--- src/hw/rtl/yc48_pkg.sv ---
// Shared types and constants of the YUY2 to YC48 line converter.
`default_nettype none

package yc48_pkg;

    localparam int LUMA_GAIN    = 1197;
    localparam int LUMA_OFFSET  = 299;
    localparam int CHROMA_GAIN  = 4682;
    localparam int CHROMA_ROUND = 128;
    localparam int CHROMA_BIAS  = 2341;
    localparam int CHROMA_W     = 13;
    localparam int QUEUE_DEPTH  = 4;

    // One classified group on its way to the pixel stage; chroma is biased (non-negative).
    typedef struct packed {
        logic                has_held;
        logic                eol;
        logic [7:0]          held_luma;
        logic [7:0]          even_luma;
        logic [7:0]          odd_luma;
        logic [CHROMA_W-1:0] cb_mid;
        logic [CHROMA_W-1:0] cr_mid;
        logic [CHROMA_W-1:0] cb_new;
        logic [CHROMA_W-1:0] cr_new;
    } t_cmd;

    typedef struct packed {
        logic full;
        logic empty;
    } t_queue_status;

    typedef enum logic [1:0] {
        PIX_HELD,
        PIX_EVEN,
        PIX_ODD
    } t_pix_sel;

endpackage

`default_nettype wire

--- src/hw/rtl/yc48_front.sv ---
// Front end: accepts YUY2 groups, holds the odd half and builds pixel commands.
`default_nettype none

module yc48_front
    import yc48_pkg::*;
(
    input  wire logic          i_clk,
    input  wire logic          i_rst_n,
    input  wire logic          i_push,
    input  wire logic [7:0]    i_first_luma,
    input  wire logic [7:0]    i_blue_diff,
    input  wire logic [7:0]    i_second_luma,
    input  wire logic [7:0]    i_red_diff,
    input  wire logic          i_line_end,
    input  wire t_queue_status i_status,
    output logic               o_cmd_push,
    output t_cmd               o_cmd
);

    function automatic logic [CHROMA_W-1:0] f_chroma_biased(input logic [7:0] c);
        logic [20:0] prod;
        prod = 21'(c) * 21'(CHROMA_GAIN) + 21'(CHROMA_ROUND);
        return prod[20:8];
    endfunction

    logic                r_holding;
    logic [7:0]          r_held_luma;
    logic [CHROMA_W-1:0] r_held_cb;
    logic [CHROMA_W-1:0] r_held_cr;

    logic [CHROMA_W-1:0] cb_new;
    logic [CHROMA_W-1:0] cr_new;
    logic [CHROMA_W:0]   cb_sum;
    logic [CHROMA_W:0]   cr_sum;

    assign cb_new     = f_chroma_biased(i_blue_diff);
    assign cr_new     = f_chroma_biased(i_red_diff);
    assign cb_sum     = {1'b0, r_held_cb} + {1'b0, cb_new};
    assign cr_sum     = {1'b0, r_held_cr} + {1'b0, cr_new};
    assign o_cmd_push = i_push && !i_status.full;

    always_comb begin
        o_cmd.has_held  = r_holding;
        o_cmd.eol       = i_line_end;
        o_cmd.held_luma = r_held_luma;
        o_cmd.even_luma = i_first_luma;
        o_cmd.odd_luma  = i_second_luma;
        o_cmd.cb_mid    = cb_sum[CHROMA_W:1];
        o_cmd.cr_mid    = cr_sum[CHROMA_W:1];
        o_cmd.cb_new    = cb_new;
        o_cmd.cr_new    = cr_new;
    end

    // Hold the odd half until the next group of the line; drop it at line end.
    always_ff @(posedge i_clk) begin
        if (!i_rst_n) begin
            r_holding <= 1'b0;
        end else if (o_cmd_push) begin
            r_holding <= !i_line_end;
        end
    end

    always_ff @(posedge i_clk) begin
        if (o_cmd_push) begin
            r_held_luma <= i_second_luma;
            r_held_cb   <= cb_new;
            r_held_cr   <= cr_new;
        end
    end

endmodule

`default_nettype wire

--- src/hw/rtl/yc48_queue.sv ---
// Short command queue between the front end and the pixel stage.
`default_nettype none

module yc48_queue
    import yc48_pkg::*;
(
    input  wire logic    i_clk,
    input  wire logic    i_rst_n,
    input  wire logic    i_push,
    input  wire t_cmd    i_cmd,
    input  wire logic    i_pop,
    output t_cmd         o_head,
    output t_queue_status o_status
);

    localparam int PTR_W = (QUEUE_DEPTH > 1) ? $clog2(QUEUE_DEPTH) : 1;
    localparam int CNT_W = $clog2(QUEUE_DEPTH + 1);

    t_cmd             r_mem [QUEUE_DEPTH];
    logic [PTR_W-1:0] r_wr;
    logic [PTR_W-1:0] r_rd;
    logic [CNT_W-1:0] r_count;
    logic             do_push;
    logic             do_pop;

    assign o_status.full  = (r_count == CNT_W'(QUEUE_DEPTH));
    assign o_status.empty = (r_count == '0);
    assign do_push        = i_push && !o_status.full;
    assign do_pop         = i_pop && !o_status.empty;
    assign o_head         = r_mem[r_rd];

    always_ff @(posedge i_clk) begin
        if (do_push) begin
            r_mem[r_wr] <= i_cmd;
        end
    end

    always_ff @(posedge i_clk) begin
        if (!i_rst_n) begin
            r_wr    <= '0;
            r_rd    <= '0;
            r_count <= '0;
        end else begin
            if (do_push) begin
                r_wr <= (r_wr == PTR_W'(QUEUE_DEPTH - 1)) ? '0 : r_wr + 1'b1;
            end
            if (do_pop) begin
                r_rd <= (r_rd == PTR_W'(QUEUE_DEPTH - 1)) ? '0 : r_rd + 1'b1;
            end
            if (do_push && !do_pop) begin
                r_count <= r_count + 1'b1;
            end else if (do_pop && !do_push) begin
                r_count <= r_count - 1'b1;
            end
        end
    end

endmodule

`default_nettype wire

--- src/hw/rtl/yc48_back.sv ---
// Pixel stage: expands each command into one to three YC48 pixels.
`default_nettype none

module yc48_back
    import yc48_pkg::*;
(
    input  wire logic          i_clk,
    input  wire logic          i_rst_n,
    input  wire t_cmd          i_head,
    input  wire t_queue_status i_status,
    output logic               o_cmd_pop,
    input  wire logic          i_pop,
    output logic               o_empty,
    output logic signed [13:0] o_luma_out,
    output logic signed [12:0] o_cb_out,
    output logic signed [12:0] o_cr_out,
    output logic               o_pixel_last_in_line,
    output logic               o_run_last
);

    function automatic logic signed [13:0] f_luma(input logic [7:0] y);
        logic [18:0]        prod;
        logic signed [13:0] val;
        prod = 19'(y) * 19'(LUMA_GAIN);
        val  = $signed({1'b0, prod[18:6]}) - $signed(14'(LUMA_OFFSET));
        return val;
    endfunction

    function automatic logic signed [12:0] f_unbias(input logic [CHROMA_W-1:0] b);
        logic signed [13:0] val;
        val = $signed({1'b0, b}) - $signed(14'(CHROMA_BIAS));
        return val[12:0];
    endfunction

    t_pix_sel r_sel;
    t_pix_sel n_sel;
    t_pix_sel cur;

    logic                r_valid;
    logic                load;
    logic                last_of_cmd;
    logic [7:0]          y_sel;
    logic [CHROMA_W-1:0] cb_sel;
    logic [CHROMA_W-1:0] cr_sel;

    assign load    = !i_status.empty && (!r_valid || i_pop);
    assign o_empty = !r_valid;

    always_ff @(posedge i_clk) begin
        if (!i_rst_n) begin
            r_sel <= PIX_HELD;
        end else begin
            r_sel <= n_sel;
        end
    end

    always_comb begin
        cur = r_sel;
        if (r_sel == PIX_HELD && !i_head.has_held) begin
            cur = PIX_EVEN;
        end
        y_sel       = i_head.even_luma;
        cb_sel      = i_head.cb_new;
        cr_sel      = i_head.cr_new;
        last_of_cmd = 1'b0;
        case (cur)
            PIX_HELD: begin
                y_sel  = i_head.held_luma;
                cb_sel = i_head.cb_mid;
                cr_sel = i_head.cr_mid;
            end
            PIX_EVEN: begin
                last_of_cmd = !i_head.eol;
            end
            PIX_ODD: begin
                y_sel       = i_head.odd_luma;
                last_of_cmd = 1'b1;
            end
            default: begin
                last_of_cmd = 1'b1;
            end
        endcase
        n_sel     = r_sel;
        o_cmd_pop = 1'b0;
        if (load) begin
            if (last_of_cmd) begin
                n_sel     = PIX_HELD;
                o_cmd_pop = 1'b1;
            end else if (cur == PIX_HELD) begin
                n_sel = PIX_EVEN;
            end else begin
                n_sel = PIX_ODD;
            end
        end
    end

    always_ff @(posedge i_clk) begin
        if (!i_rst_n) begin
            r_valid <= 1'b0;
        end else if (load) begin
            r_valid <= 1'b1;
        end else if (i_pop) begin
            r_valid <= 1'b0;
        end
    end

    always_ff @(posedge i_clk) begin
        if (load) begin
            o_luma_out           <= f_luma(y_sel);
            o_cb_out             <= f_unbias(cb_sel);
            o_cr_out             <= f_unbias(cr_sel);
            o_pixel_last_in_line <= (cur == PIX_ODD);
            o_run_last           <= last_of_cmd;
        end
    end

endmodule

`default_nettype wire

--- src/hw/rtl/yuy2_to_yc48_line_converter.sv ---
// Top level of the YUY2 to YC48 line converter.
`default_nettype none

// Push one packed YUY2 group (two luma bytes, U, V and a line-end flag) per
// transfer; pixels come out in line order, one per cycle while the receiver
// keeps popping and commands are queued, through a queue-like result port. A
// group causes one pixel when nothing is held (first group of a line), two in
// mid-line and two or three when it ends a line, so the sustained rate is set
// by the single-pixel result register. The front end accepts a group every
// cycle while its four-entry command queue has room, so a stalled result side
// fills the queue before full rises. Line width must be even; the held odd
// half is dropped at each line end.
module yuy2_to_yc48_line_converter
    import yc48_pkg::*;
(
    input  wire logic          i_clk,
    input  wire logic          i_rst_n,
    input  wire logic          push,
    output logic               full,
    input  wire logic [7:0]    i_first_luma,
    input  wire logic [7:0]    i_blue_diff,
    input  wire logic [7:0]    i_second_luma,
    input  wire logic [7:0]    i_red_diff,
    input  wire logic          i_line_end,
    output logic               empty,
    input  wire logic          pop,
    output logic signed [13:0] o_luma_out,
    output logic signed [12:0] o_cb_out,
    output logic signed [12:0] o_cr_out,
    output logic               o_pixel_last_in_line,
    output logic               o_run_last
);

    t_cmd          front_cmd;
    t_cmd          head_cmd;
    t_queue_status q_status;
    logic          cmd_push;
    logic          cmd_pop;

    // Classify each group and average chroma with the held group.
    yc48_front u_front (
        .i_clk         (i_clk),
        .i_rst_n       (i_rst_n),
        .i_push        (push),
        .i_first_luma  (i_first_luma),
        .i_blue_diff   (i_blue_diff),
        .i_second_luma (i_second_luma),
        .i_red_diff    (i_red_diff),
        .i_line_end    (i_line_end),
        .i_status      (q_status),
        .o_cmd_push    (cmd_push),
        .o_cmd         (front_cmd)
    );

    // Decouple the two sides so each may stall on its own.
    yc48_queue u_queue (
        .i_clk    (i_clk),
        .i_rst_n  (i_rst_n),
        .i_push   (cmd_push),
        .i_cmd    (front_cmd),
        .i_pop    (cmd_pop),
        .o_head   (head_cmd),
        .o_status (q_status)
    );

    // Expand commands into pixels, one per cycle into the result register while it is free or being popped.
    yc48_back u_back (
        .i_clk                (i_clk),
        .i_rst_n              (i_rst_n),
        .i_head               (head_cmd),
        .i_status             (q_status),
        .o_cmd_pop            (cmd_pop),
        .i_pop                (pop),
        .o_empty              (empty),
        .o_luma_out           (o_luma_out),
        .o_cb_out             (o_cb_out),
        .o_cr_out             (o_cr_out),
        .o_pixel_last_in_line (o_pixel_last_in_line),
        .o_run_last           (o_run_last)
    );

    assign full = q_status.full;

    // A line's final pixel always closes the run of its group.
    a_last_closes_run: assert property (@(posedge i_clk) disable iff (!i_rst_n)
        (!empty && o_pixel_last_in_line) |-> o_run_last)
        else $error("last pixel of line without run_last");

    // Never push a command into a full queue.
    a_no_push_when_full: assert property (@(posedge i_clk) disable iff (!i_rst_n)
        q_status.full |-> !cmd_push)
        else $error("command pushed while queue full");

    // Never take a command from an empty queue.
    a_no_pop_when_empty: assert property (@(posedge i_clk) disable iff (!i_rst_n)
        q_status.empty |-> !cmd_pop)
        else $error("command popped while queue empty");

    // Reset leaves no result waiting.
    a_reset_empties: assert property (@(posedge i_clk)
        !i_rst_n |=> empty)
        else $error("result waiting after reset");

endmodule

`default_nettype wire

--- config.mk ---
export PLATFORM = sky130hd
export DESIGN_NAME = yuy2_to_yc48_line_converter
export DESIGN_NICKNAME = d
export VERILOG_FILES = /design/src/hw/rtl/yc48_pkg.sv /design/src/hw/rtl/yc48_front.sv /design/src/hw/rtl/yc48_queue.sv /design/src/hw/rtl/yc48_back.sv /design/src/hw/rtl/yuy2_to_yc48_line_converter.sv
export SDC_FILE = /design/constraint.sdc
export NUM_CORES = 1
export LEC_CHECK = 0
export BUFFER_PORTS_ARGS = -buffer_cell sky130_fd_sc_hd__buf_2
export CORE_MARGIN = 5
export CORE_UTILIZATION = 60
export CTS_CLUSTER_DIAMETER = 150
export DETAILED_ROUTE_END_ITERATION = 8
export PLACE_DENSITY_LB_ADDON = 0.25
export SLEW_MARGIN = 20
export SYNTH_ARGS = -nofsm -noshare
export SYNTH_HDL_FRONTEND = slang
export SYNTH_SLANG_ARGS = --single-unit
--- constraint.sdc ---
create_clock -name i_clk -period 20 [get_ports i_clk]
set_input_delay 4 -clock i_clk [delete_from_list [all_inputs] [get_ports i_clk]]
set_output_delay 4 -clock i_clk [all_outputs]
set_load 0.02 [all_outputs]
==> flow_summary_export.csv, run 1 <==
group,metric,value,unit
min_path,hp-start,"u_front.r_held_luma[7]",
clock_tree,clock_tree.root_cell,"clkbuf_16",
cells_and_area,area_growth,10.7,%
clock_tree,cts_tree,"yes",
clock_tree,cts_hold_buffers,0,
timing,fin_worst_skew,18.1,ps
floorplan,io_pins,81,
timing,hold_viol_final,0,
global_routing,antenna_found_initial,0,
place,hpwl,25200,µm
floorplan,die_w,195,µm
place,gp_congestion,0.823,
place,placed_cell_area,21500,µm²
synthesis,syn_area,20600,µm²
worst_setup_path,cp_slowest_cell,"or3b_2",
drt,drt.antenna.violating_nets,0,
global_routing,overflow,0,
clock_tree,post_cts_buffers,0,
worst_setup_path,crit_start,"i_blue_diff[5]",
min_path,hp-class,"register to register",
synthesis,ys_warn_count,0,
timing,fin_setup_tns,0,ps
drt,drt_iter0_drc,577,
clock_tree,clk_pin_slew,60,ps
floorplan,initial_core_util,61.2,%
timing,tightestPinTransition,1100,ps
timing,max_freq,110,MHz
synthesis,synth-async-reset-ratio,0,%
clock_tree,htreeDepth,2,
clock_tree,cts_resized,0,
floorplan,die_y,195,µm
timing,finalCriticalPeriod,9100,ps
timing,fin_crit_sh,45.5,%
drt,drc_errors,0,
synthesis,synth_edf_count,388,
floorplan,coreArea,33700,µm²
worst_setup_path,crit_required,20250,ps
synthesis,syn_nets,1583,
place,pre_cts_ws,10440,ps
synthesis,yosys-top-cells-area,"edfxtp_1 57%, ha_1 9.8%, mux4_2 7.8%",
worst_setup_path,crit_chain,"buf_2 -> ha_1 -> fa_1 -> fa_1 -> ha_1 -> ha_1 -> a21o_1 -> a21oi_1 -> o221ai_2 -> a211oi_1 -> o21bai_1 -> xor2_1 -> nand3_1 -> or3b_2 -> a22oi_1 -> o221ai_1 -> ha_1 -> or3_1 -> o21ai_0 -> a21oi_1",
timing,slew_headroom,26.7,%
worst_setup_path,start_kind,"input pin",
global_routing,grt_pass1_wl,61100,µm
cells_and_area,nFillCells,2294,
clock_tree,clk_latency,540,ps
worst_setup_path,critPathCaptureType,"register",
clock_tree,clock_path_buffers,3,
synthesis,avgSynthCellArea,15.3,µm²
worst_setup_path,path_max_fanout,6,
status,outcome,"finished clean",
synthesis,yosys.area.top_type,"edfxtp_1",
cells_and_area,fin_area,22800,µm²
drt,wl_per_cell,19.6,µm
clock_tree,cts_sinks,401,
worst_setup_path,critical_path.max_stage_delay,510,ps
synthesis,synth_cell_type_count,77,
worst_setup_path,path_class,"input pin to register",
timing,rsz0062_at_grt,"no",
drt,drt_wl_total,37900,µm
worst_setup_path,regToRegSetupSlack,12690,ps
global_routing,grt_pass1_vias,11700,
drt,drtPass1Iterations,5,
synthesis,synth.top_cell.area_share,56.5,%
synthesis,ys.flop_type,"edfxtp_1",
synthesis,synth_seq_cells,401,
clock_tree,cts_buffers,40,
timing,setup_viol,0,
global_routing,grt_use_total,19.9,%
place,port_buffers,80,
timing,drv_slew,0,
floorplan,die_area,38200,µm²
cells_and_area,drive_above_1_share,18.3,%
floorplan,rows,67,
synthesis,ys_seq_area_share,57.8,%
synthesis,syn-instance-count,1352,
worst_setup_path,arrival,9350,ps
timing,layout_setup_ws,10900,ps
cells_and_area,nNetsFinal,1686,
drt,via_per_inst,5.85,
global_routing,grt_start_max_net_pins,73,
cells_and_area,num_antenna_cells,0,
worst_setup_path,cp_common_cell,"ha_1",
flow_run,cap_violations,0,
drt,vias,11300,
[cells in the final DEF (no fill, tap or decap), types with 12 or more instances in the layout]
cell	synthesis	final
a21o_1	12	12
a21oi_1	41	40
a31oi_1	13	13
buf_2	11	80
clkbuf_16	0	41
edfxtp_1	388	388
fa_1	32	32
ha_1	162	162
inv_1	112	112
mux2i_1	31	31
mux4_2	71	71
nand2_1	47	47
nand3_1	19	19
nor2_1	54	54
o21ai_0	26	26
o21bai_1	15	15
xnor2_1	61	61
xor2_1	58	58
[stage by stage]
step | util, % | hold slack [ps] | instances
after floorplan | - | 454 | 1352
after global placement | 63.9 | 472 | 1861
after detailed placement | 63.9 | 487 | 1861
after CTS | 67.7 | 504 | 1933
after global routing | 67.7 | 525 | 1933
final | 67.7 | 505 | 1933
[worst max-delay path, delay by kind of cell]
family | cells | cell delay, ps
simple gates | 3 | 1140
compound gates | 9 | 1720
fa+ha+maj | 6 | 2060
buf+inv | 1 | 130
xor+xnor | 1 | 320
[registers in the layout, indices dropped and copies added (netlist names), named ones only]
name	count
u_back.o_luma_out	14
u_back.o_pixel_last_in_line	1
u_queue.r_wr	2
u_back.o_cr_out	13
u_front.r_held_cr	13
u_back.o_cb_out	13
u_back.r_sel	2
u_queue.r_count	3
u_front.r_held_cb	13
u_front.r_held_luma	8
u_queue.r_rd	2
u_back.o_run_last	1
u_back.r_valid	1
u_front.r_holding	1
u_queue.r_mem	312
[worst paths after layout]
check,cells past startpoint,to
max,20,u_queue.r_mem[3][51]
min,0,u_queue.r_mem[1][75]
max reg2reg,26,u_back.o_luma_out[10]
min reg2reg,0,u_queue.r_mem[1][75]
[logic make-up after synthesis]
family | Yosys count | synth area share, %
multiplexers | 110 | 10.1
XOR/XNOR | 119 | 5.05
adder cells (fa/ha/maj) | 194 | 12.9
flip-flops | 401 | 57.8
AND/OR/NAND/NOR | 210 | 5.25
buffers and inverters | 142 | 2.80
AO/OA/AOI/OAI | 176 | 6.10
[cell usage after synthesis, drive strengths merged, types with 30 or more instances]
cell,count
ha,162
mux2i,33
xor2,58
edfxtp,388
nand2,47
nor2,56
xnor2,61
fa,32
a21oi,41
o21ai,30
inv,112
mux4,75
[layer usage]
layer  track usage, %  share of wire, %  vias to the layer above
li1                 -                 -                     5335
met1             26.4                43                     5693
met2             35.5                52                      230
met3             2.45               3.6                       46
met4             4.91               1.8                        0
met5                0                 0                        -
[layout make-up]
cell class | count | area [µm²] | share of cell area [%]
sequential | 401 | 11900 | 52.2
multi-input combinational | 809 | 8170 | 35.8
clock buffer | 46 | 1050 | 4.62
tap | 448 | 561 | 2.46
timing repair buffer | 91 | 483 | 2.12
inverter | 112 | 420 | 1.84
clock inverter | 26 | 224 | 0.981
Power of run 1 is left out: the tool's default activity adds up to more than one toggle a clock period on the data nets, which glitch-free logic cannot reach.
==> run 2, diff against run 1 <==
- CORE_UTILIZATION: 60 -> 56
- clock period: 20 -> 8.3 ns (I/O delays scaled with it)
==> flow_summary_export.csv, run 2 (synthesis results as in run 1) <==
group,metric,value,unit
worst_setup_path,regToRegSetupSlack,1300,ps
clock_tree,post_cts_buffers,0,
timing,rsz0062_at_grt,"no",
global_routing,antenna_found_initial,1,
timing,hold_viol_final,0,
place,pre_cts_ws,959,ps
timing,slew_headroom,31.4,%
status,outcome,"finished clean",
worst_setup_path,cp_common_cell,"inv_1",
timing,fin_crit_sh,84.4,%
worst_setup_path,cp-endpoint,"u_back.o_luma_out[12]",
worst_setup_path,crit_required,8560,ps
floorplan,die_area,40800,µm²
worst_setup_path,path_max_fanout,28,
timing,drv_slew,0,
clock_tree,clock_path_buffers,3,
drt,wl_per_cell,18.7,µm
timing,fin_worst_skew,14.7,ps
cells_and_area,most-common-layout-cells,"388 x edfxtp_1, 162 x ha_1, 112 x inv_1",
global_routing,grt_pass1_vias,11700,
clock_tree,cts_hold_buffers,0,
cells_and_area,area_growth,10.6,%
global_routing,grt_use_total,18.1,%
clock_tree,clk_pin_slew,60,ps
timing,finalCriticalPeriod,7000,ps
timing,layout_setup_ws,1300,ps
worst_setup_path,cp_num_buf_inv,5,
drt,drtPass1Iterations,4,
global_routing,overflow,0,
drt,drt.antenna.violating_nets,0,
place,hpwl,25000,µm
clock_tree,cts_tree,"yes",
min_path,hp-class,"register to register",
clock_tree,cts_resized,0,
clock_tree,cts_sinks,401,
flow_run,cap_violations,0,
drt,drc_errors,0,
floorplan,coreArea,36500,µm²
worst_setup_path,start_kind,"register",
timing,whs,495,ps
worst_setup_path,regToRegEndpoint,"u_back.o_luma_out[12]",
timing,setup_viol,0,
floorplan,initial_core_util,56.5,%
clock_tree,htreeDepth,2,
worst_setup_path,critical_path.max_stage_delay,700,ps
cells_and_area,nNetsFinal,1688,
floorplan,io_pins,81,
global_routing,grt_start_max_net_pins,69,
cells_and_area,reg_top3,"u_queue.r_mem: 312 flops, u_back.o_luma_out: 14 flops",
worst_setup_path,arrival,7260,ps
clock_tree,cts_buffers,40,
cells_and_area,largest_reg_flops,312,
worst_setup_path,critPathCaptureType,"register",
worst_setup_path,cp_slowest_cell,"dfxtp_4",
drt,drt_wl_total,36500,µm
drt,vias,11200,
floorplan,die_y,202,µm
floorplan,rows,70,
clock_tree,clock_tree.root_cell,"clkbuf_16",
cells_and_area,regMostFlops,"u_queue.r_mem",
cells_and_area,final_common_cell,"edfxtp_1",
worst_setup_path,cp_top_family,"adder cells",
worst_setup_path,worst-path-stages,26,
cells_and_area,drive_above_1_share,17.9,%
floorplan,die_w,202,µm
worst_setup_path,path_class,"register to register",
worst_setup_path,rr_worst_depth,26,
place,port_buffers,80,
timing,max_freq,143,MHz
clock_tree,clk_latency,530,ps
global_routing,grt_pass1_wl,60000,µm
timing,fin_setup_tns,0,ps
drt,via_per_inst,5.73,
drt,drt_iter0_drc,574,
place,gp_congestion,0.783,
timing,tightestPinTransition,1030,ps
-- run 2: area by class of cell --
cell class	instances	area [µm²]
antenna	1	2.50
clock buffer	50	1060
clock inverter	20	164
fill	2635	13700
inverter	112	420
multi-input combinational	809	8170
sequential	401	11900
tap	468	586
timing repair buffer	93	498
-- run 2: how the worst min path moves through the flow --
stage	from	endpoint	slack [ps]	cells past startpoint
final	u_front.r_held_luma[4]	u_queue.r_mem[2][72]	500	0
after CTS	u_front.r_held_luma[4]	u_queue.r_mem[2][72]	500	0
after global routing	u_front.r_holding	u_queue.r_mem[0][77]	520	0
after detailed placement	u_front.r_held_luma[7]	u_queue.r_mem[2][75]	480	0
after global placement	u_front.r_held_luma[7]	u_queue.r_mem[1][75]	470	0
after floorplan	u_back.r_valid	u_back.r_valid	450	2
-- run 2: worst reg2reg max path: cells and delay by family, from the launching register on --
family          cells  cell delay, ps
buf+inv             5             430
fa+ha+maj           5            2220
flops               1             700
simple gates        6            1230
mux                 1             430
compound gates      9            1730
-- run 2: layer usage --
layer  global-route usage (%)  wire [µm]
met1                     23.6      15600
met2                     32.7      19100
met3                     2.50       1350
met4                     4.00        491
met5                        0          0
-- run 2: through the flow --
step / instances / util, % / area (µm²)
3_3_place_gp: 1883 / 59.1 / 21600
6_report: 1954 / 62.5 / 22800
2_1_floorplan: 1352 / - / 20600
3_5_place_dp: 1883 / 59.1 / 21600
4_1_cts: 1953 / 62.5 / 22800
5_1_grt: 1954 / 62.5 / 22800
Power of run 2 is left out for the same reason.
